$ cat src/rtl/aeg_pkg.sv
package aeg_pkg;

    localparam int BAND_LOW   = 98;
    localparam int BAND_HIGH  = 102;
    localparam int PCT_BASE   = 100;
    localparam int NUDGE_PCT  = 105;
    localparam int DAMP_DIV   = 3;
    localparam int ACT_AFTER  = 4;
    localparam int DIV_W      = 16;
    localparam int LOG_SQUARES = 16;

    // Reciprocal constants: x/3 = (x*DAMP_RECIP) >> DAMP_SHIFT for x below 2^16, and
    // x/100 = (x*PCT_RECIP) >> PCT_SHIFT for any 32-bit x.
    localparam logic [15:0] DAMP_RECIP = 16'd43691;
    localparam int          DAMP_SHIFT = 17;
    localparam logic [31:0] PCT_RECIP  = 32'd1374389535;
    localparam int          PCT_SHIFT  = 37;

    localparam logic [2:0] CFG_ENABLE    = 3'd0;
    localparam logic [2:0] CFG_TARGET    = 3'd1;
    localparam logic [2:0] CFG_GAIN_MIN  = 3'd2;
    localparam logic [2:0] CFG_GAIN_MAX  = 3'd3;
    localparam logic [2:0] CFG_EXP_MIN   = 3'd4;
    localparam logic [2:0] CFG_EXP_MAX   = 3'd5;
    localparam logic [2:0] CFG_STEPS     = 3'd6;

    typedef enum logic [1:0] {
        ACT_NONE = 2'd0,
        ACT_GAIN = 2'd1,
        ACT_EXP  = 2'd2
    } action_t;

    typedef struct packed {
        logic        enable;
        logic [7:0]  target_brightness;
        logic [15:0] gain_min;
        logic [15:0] gain_max;
        logic [23:0] exposure_min;
        logic [23:0] exposure_max;
        logic [7:0]  gain_steps_per_doubling;
    } cfg_t;

    typedef enum logic [3:0] {
        S_IDLE,
        S_DIV1,
        S_DIV1W,
        S_DAMP,
        S_LOGD,
        S_LOGDW,
        S_LOGC,
        S_LOGCW,
        S_MUL,
        S_CLIP,
        S_DEC,
        S_PCT,
        S_PUT
    } ctrl_state_t;

    typedef enum logic [1:0] {
        LG_IDLE,
        LG_NORM,
        LG_SQ
    } log_state_t;

    typedef struct packed {
        logic     load_in;
        logic     div_start;
        logic     cap_dist;
        logic     cap_dd;
        logic     log_start;
        logic     log_ref;
        logic     cap_logd;
        logic     cap_logc;
        logic     mul_en;
        logic     clip_en;
        logic     dec_en;
        logic     pct_en;
        logic     load_out;
        logic     out_zero;
    } cmd_t;

    typedef struct packed {
        logic div_busy;
        logic log_busy;
    } sts_t;

endpackage

$ cat src/rtl/aeg_ctrl.sv
module aeg_ctrl (
    input  logic          clk,
    input  logic          rst_n,
    input  logic          enable,
    input  logic          in_valid,
    output logic          in_ready,
    output logic          out_valid,
    input  logic          out_ready,
    input  aeg_pkg::sts_t sts,
    output aeg_pkg::cmd_t cmd
);

    aeg_pkg::ctrl_state_t state_reg, state_next;
    logic [2:0] fc_reg, fc_next;
    logic       acting_reg, acting_next;
    logic       out_valid_reg, out_valid_next;
    logic       accept;
    logic       acting_now;

    assign in_ready   = (state_reg == aeg_pkg::S_IDLE);
    assign accept     = in_valid && in_ready;
    assign acting_now = enable && (fc_reg >= 3'(aeg_pkg::ACT_AFTER));

    always_comb
    begin
        state_next = state_reg;
        unique case (state_reg)
            aeg_pkg::S_IDLE:
            begin
                if (accept)
                begin
                    state_next = acting_now ? aeg_pkg::S_DIV1 : aeg_pkg::S_PUT;
                end
            end
            aeg_pkg::S_DIV1:   state_next = aeg_pkg::S_DIV1W;
            aeg_pkg::S_DIV1W:
            begin
                if (!sts.div_busy)
                begin
                    state_next = aeg_pkg::S_DAMP;
                end
            end
            aeg_pkg::S_DAMP:   state_next = aeg_pkg::S_LOGD;
            aeg_pkg::S_LOGD:   state_next = aeg_pkg::S_LOGDW;
            aeg_pkg::S_LOGDW:
            begin
                if (!sts.log_busy)
                begin
                    state_next = aeg_pkg::S_LOGC;
                end
            end
            aeg_pkg::S_LOGC:   state_next = aeg_pkg::S_LOGCW;
            aeg_pkg::S_LOGCW:
            begin
                if (!sts.log_busy)
                begin
                    state_next = aeg_pkg::S_MUL;
                end
            end
            aeg_pkg::S_MUL:    state_next = aeg_pkg::S_CLIP;
            aeg_pkg::S_CLIP:   state_next = aeg_pkg::S_DEC;
            aeg_pkg::S_DEC:    state_next = aeg_pkg::S_PCT;
            aeg_pkg::S_PCT:    state_next = aeg_pkg::S_PUT;
            aeg_pkg::S_PUT:
            begin
                if (!out_valid_reg || out_ready)
                begin
                    state_next = aeg_pkg::S_IDLE;
                end
            end
            default:           state_next = aeg_pkg::S_IDLE;
        endcase
    end

    always_comb
    begin
        cmd          = '0;
        cmd.out_zero = !acting_reg;
        unique case (state_reg)
            aeg_pkg::S_IDLE:   cmd.load_in = accept;
            aeg_pkg::S_DIV1:   cmd.div_start = 1'b1;
            aeg_pkg::S_DIV1W:  cmd.cap_dist = !sts.div_busy;
            aeg_pkg::S_DAMP:   cmd.cap_dd = 1'b1;
            aeg_pkg::S_LOGD:   cmd.log_start = 1'b1;
            aeg_pkg::S_LOGDW:  cmd.cap_logd = !sts.log_busy;
            aeg_pkg::S_LOGC:
            begin
                cmd.log_start = 1'b1;
                cmd.log_ref   = 1'b1;
            end
            aeg_pkg::S_LOGCW:  cmd.cap_logc = !sts.log_busy;
            aeg_pkg::S_MUL:    cmd.mul_en = 1'b1;
            aeg_pkg::S_CLIP:   cmd.clip_en = 1'b1;
            aeg_pkg::S_DEC:    cmd.dec_en = 1'b1;
            aeg_pkg::S_PCT:    cmd.pct_en = 1'b1;
            aeg_pkg::S_PUT:    cmd.load_out = !out_valid_reg || out_ready;
            default:           cmd.load_in = 1'b0;
        endcase
    end

    always_comb
    begin
        fc_next     = fc_reg;
        acting_next = acting_reg;
        if (accept)
        begin
            acting_next = acting_now;
            if (enable)
            begin
                fc_next = acting_now ? 3'd1 : fc_reg + 3'd1;
            end
        end

        out_valid_next = out_valid_reg;
        if (cmd.load_out)
        begin
            out_valid_next = 1'b1;
        end
        else if (out_ready)
        begin
            out_valid_next = 1'b0;
        end
    end

    always_ff @(posedge clk or negedge rst_n)
    begin
        if (!rst_n)
        begin
            state_reg     <= aeg_pkg::S_IDLE;
            fc_reg        <= 3'd0;
            acting_reg    <= 1'b0;
            out_valid_reg <= 1'b0;
        end
        else
        begin
            state_reg     <= state_next;
            fc_reg        <= fc_next;
            acting_reg    <= acting_next;
            out_valid_reg <= out_valid_next;
        end
    end

    assign out_valid = out_valid_reg;

    a_fc_range: assert property (@(posedge clk) disable iff (!rst_n)
        fc_reg <= 3'(aeg_pkg::ACT_AFTER))
        else $error("frame counter beyond acting point");

    a_act_start: assert property (@(posedge clk) disable iff (!rst_n)
        accept && acting_now |=> state_reg == aeg_pkg::S_DIV1)
        else $error("acting word did not start the divide");

    a_put_only: assert property (@(posedge clk) disable iff (!rst_n)
        cmd.load_out |-> state_reg == aeg_pkg::S_PUT && (!out_valid_reg || out_ready))
        else $error("result loaded over a pending word");

    a_idle_skip: assert property (@(posedge clk) disable iff (!rst_n)
        accept && !acting_now |=> state_reg == aeg_pkg::S_PUT && !acting_reg)
        else $error("non-acting word took the compute path");

endmodule

$ cat config.mk
export PLATFORM = sky130hd
export DESIGN_NAME = aeg_ctrl
export DESIGN_NICKNAME = d
export VERILOG_FILES = /design/src/rtl/aeg_pkg.sv /design/src/rtl/aeg_ctrl.sv
export SDC_FILE = /design/constraint.sdc
export NUM_CORES = 1
export LEC_CHECK = 0
export BUFFER_PORTS_ARGS = -buffer_cell sky130_fd_sc_hd__buf_2
export CAP_MARGIN = 10
export CELL_PAD_IN_SITES_DETAIL_PLACEMENT = 0
export CELL_PAD_IN_SITES_GLOBAL_PLACEMENT = 1
export CORE_AREA = 3 3 50 52
export CTS_CLUSTER_SIZE = 30
export DETAILED_ROUTE_END_ITERATION = 8
export DIE_AREA = 0 0 53 55
export HOLD_SLACK_MARGIN = 0.05
export PLACE_DENSITY = 0.69
export RECOVER_POWER = 50
export SLEW_MARGIN = 20
export SYNTH_ARGS = -nofsm -noshare
export SYNTH_HDL_FRONTEND = slang
export SYNTH_SLANG_ARGS = --single-unit
$ cat constraint.sdc
create_clock -name clk -period 1.3 [get_ports clk]
set_input_delay 0.195 -clock clk [delete_from_list [all_inputs] [get_ports clk]]
set_output_delay 0.195 -clock clk [all_outputs]
set_load 0.01 [all_outputs]
==> results.cfg <==
[layout]
most_common_library_cell_in_the_layout_ignoring_fill_and_taps = sky130_fd_sc_hd__buf_2
layout-drive-gt1-share_pct = 64.5
antenna_cells = 0
stdcell_area_um2 = 1100
layout.cells.most_common_list = sky130_fd_sc_hd__buf_2, sky130_fd_sc_hd__buf_6, sky130_fd_sc_hd__buf_4
stdcell_count = 138
max_ffs_per_register = 4
area.growth.synth_to_final_pct = 74.7
finish.net_count = 119

[grt]
first_pass_grt_wire_length_mm = 2.84
grt_max_degree = 10
vias_in_the_first_global_route = 624
grt.total_usage_pct = 13.8
antenna_found_initial = 0
grt_overflow = 0

[job]
timing.max_cap.violations = 0

[critical_path]
cp_cell_instances = nor4_4 -> and2_4 -> buf_6
crit_path_end_kind = output port
worstPathRequired_ns = 1.11
crit_path_start_kind = flop
worst-r2r-setup-slack_ns = -0.19
reg2reg_depth = 4
crit_path_top_delay_cell = sky130_fd_sc_hd__dfrtp_2
timing_worst_setup_path_type = flop to output port
critical-path-max-stage-delay_ns = 0.46
worst-path-max-fanout = 6
critical_path_arrival_ns = 1.34

[sta]
fin_worst_skew_ns = 0.0122
report.final.setup_viol = 21
max-slew-margin-rel_pct = 67.6
timing.final.hold_violations = 0
final_critical_path_setup_slack_ns = -0.236
grt_setup_unrepaired = true
max_freq_mhz = 651
worst_pin_slew_ns = 0.486
timing.final.crit_share_pct = 118
timing.final.max_slew_violations = 0
holdWs_ns = 0.271
timing.final.crit_period_ns = 1.54

[routing]
detail-route-antenna-nets = 0
vias = 691
detail_route.iter0.violations = 16
firstDrtPassIters = 4
routed_wire_length_per_instance_um = 13.6
vias_per_cell = 5.01
total_length_of_routed_wires_mm = 1.87
post-route-drc-count = 0

[synthesis]
yosys_register_bits = 9
synth.lib_cells_used.distinct = 28
post_synthesis_instance_area_um2 = 628
share_of_synthesized_area_occupied_by_flip_flops_and_latches_pct = 35.9
synthesis.area_per_instance_um2 = 8.97
synth_nets = 78
number_of_standard_cells_after_synthesis = 70
yosys_warnings = 0

[placed_design]
globalplace.congestion = 0.796
cell_count_after_placement = 124
dpl_worst_slack_ns = -0.123
place.detailed.hpwl_mm = 1.22
placed_cell_area_um2 = 820
port_buffer_count = 22

[floorplanning]
initial_core_util_pct = 29.2
die_ar_um2 = 2920
floorplan.die.width_um = 53
placementRows = 17
core_um2 = 2150
fp.dieH_um = 55
pin_count = 23

[min_path]
hold_path_depth = 3
worstHoldPathType = input pin to flop

[clock_tree]
cts_made_buffers = 3
clk_root_buffer_cell = sky130_fd_sc_hd__clkbuf_4
clk_latency_ns = 0.26
cts.path.max_buffers = 2
worst_setup_hold_path_clk_slew_ns = 0.06
cts_tree = built
htreeDepth = 1
cts.sink_count = 9

[run_status]
outcome = complete, but fails checks
violations = negative setup slack

[power]
static-leakage-power_uw = 0.000520
power_uw = 2690
maximum_ir_drop_on_the_vdd_rail_mv = 0.830
p_per_area_nw_per_um2 = 2460
## critical path: cells and delay by family, from the launching register on
family	cells	cell delay [ns]
buffers and inverters	1	0.09
and+or+nand+nor	2	0.54
DFF	1	0.46
## synthesized netlist by cell type
master	n	area share, %
sky130_fd_sc_hd__o31ai_1	1	1.2
sky130_fd_sc_hd__a21oi_1	2	1.6
sky130_fd_sc_hd__o21bai_1	1	1.2
sky130_fd_sc_hd__nand3b_1	1	1.2
sky130_fd_sc_hd__and2_1	2	2.0
sky130_fd_sc_hd__nor4_4	1	3.4
sky130_fd_sc_hd__nor2_1	9	5.4
sky130_fd_sc_hd__nand3_2	1	1.6
sky130_fd_sc_hd__dfrtp_1	9	36
sky130_fd_sc_hd__a32oi_1	1	1.4
sky130_fd_sc_hd__ha_1	1	2.0
sky130_fd_sc_hd__buf_4	2	2.4
sky130_fd_sc_hd__and4_1	1	1.4
sky130_fd_sc_hd__and3_1	1	1.0
sky130_fd_sc_hd__mux2_1	3	5.4
sky130_fd_sc_hd__nor2b_1	2	2.0
sky130_fd_sc_hd__a211oi_1	1	1.2
sky130_fd_sc_hd__a221o_1	1	1.6
sky130_fd_sc_hd__nor4_1	2	2.0
sky130_fd_sc_hd__a211o_1	2	2.8
sky130_fd_sc_hd__mux2i_1	1	1.6
sky130_fd_sc_hd__inv_1	2	1.2
sky130_fd_sc_hd__nor3_1	6	4.8
sky130_fd_sc_hd__buf_2	4	3.2
sky130_fd_sc_hd__o32a_1	1	1.6
sky130_fd_sc_hd__nand2_1	3	1.8
sky130_fd_sc_hd__nand2b_1	8	8.0
sky130_fd_sc_hd__o221ai_1	1	1.4
## path summary, 6_finish.rpt
path                         startpoint           end
setup reg to reg           state_reg[3]     fc_reg[1]
hold reg to reg               fc_reg[1]     fc_reg[1]
setup / recovery           state_reg[3]       cmd[13]
max in group asynchronous         rst_n  state_reg[3]
hold / removal                   enable    acting_reg
min in group asynchronous         rst_n    acting_reg
## power by group
group / total [µW] / switching, µW / internal (µW)
clock network: 212 / 93.6 / 118
logic: 1880 / 869 / 1010
registers: 602 / 181 / 421
total: 2690 / 1140 / 1550
## final cells by class
type / instances / area [µm²]
inverters: 2 / 7.51
fillers: 206 / 1050
clock buffers: 4 / 26.3
multi-input cells: 53 / 490
repair buffers: 42 / 308
well taps: 28 / 35.0
flip-flops and latches: 9 / 230
## kinds of logic (layout without fill, tap and decap cells)
logic type               Yosys count  after routing  synth area share, %
AND/OR/NAND/NOR                   37             37                 34.5
AO/OA/AOI/OAI                     11             11                 13.9
flip-flops                         9              9                 35.9
buffers and inverters              8             48                 6.77
multiplexers                       4              4                 6.97
adder cells (fa/ha/maj)            1              1                 1.99
## metal layers
layer	vias up	global-route usage [%]	wire, µm
li1	330	-	-
met1	339	16.6	781
met2	20	22.5	968
met3	2	5.09	99
met4	0	5.11	20
met5	-	0	0
## per-stage QoR
stage          TNS (ns)  utilization, %
2_1_floorplan    -0.230               -
3_3_place_gp     -0.507            38.1
3_5_place_dp     -0.711            38.1
4_1_cts           -3.31            47.3
5_1_grt           -4.34            51.1
6_report          -2.85            51.1
## timing repair
action,in CTS,in global routing
hold endpoints to repair,9,0
hold buffers,1,0
endpoints found under the setup margin,21,21
pin swaps,8,9
gates resized for setup,22,19
buffers inserted,9,0
Note: power is estimated with default switching activity, not from simulation.
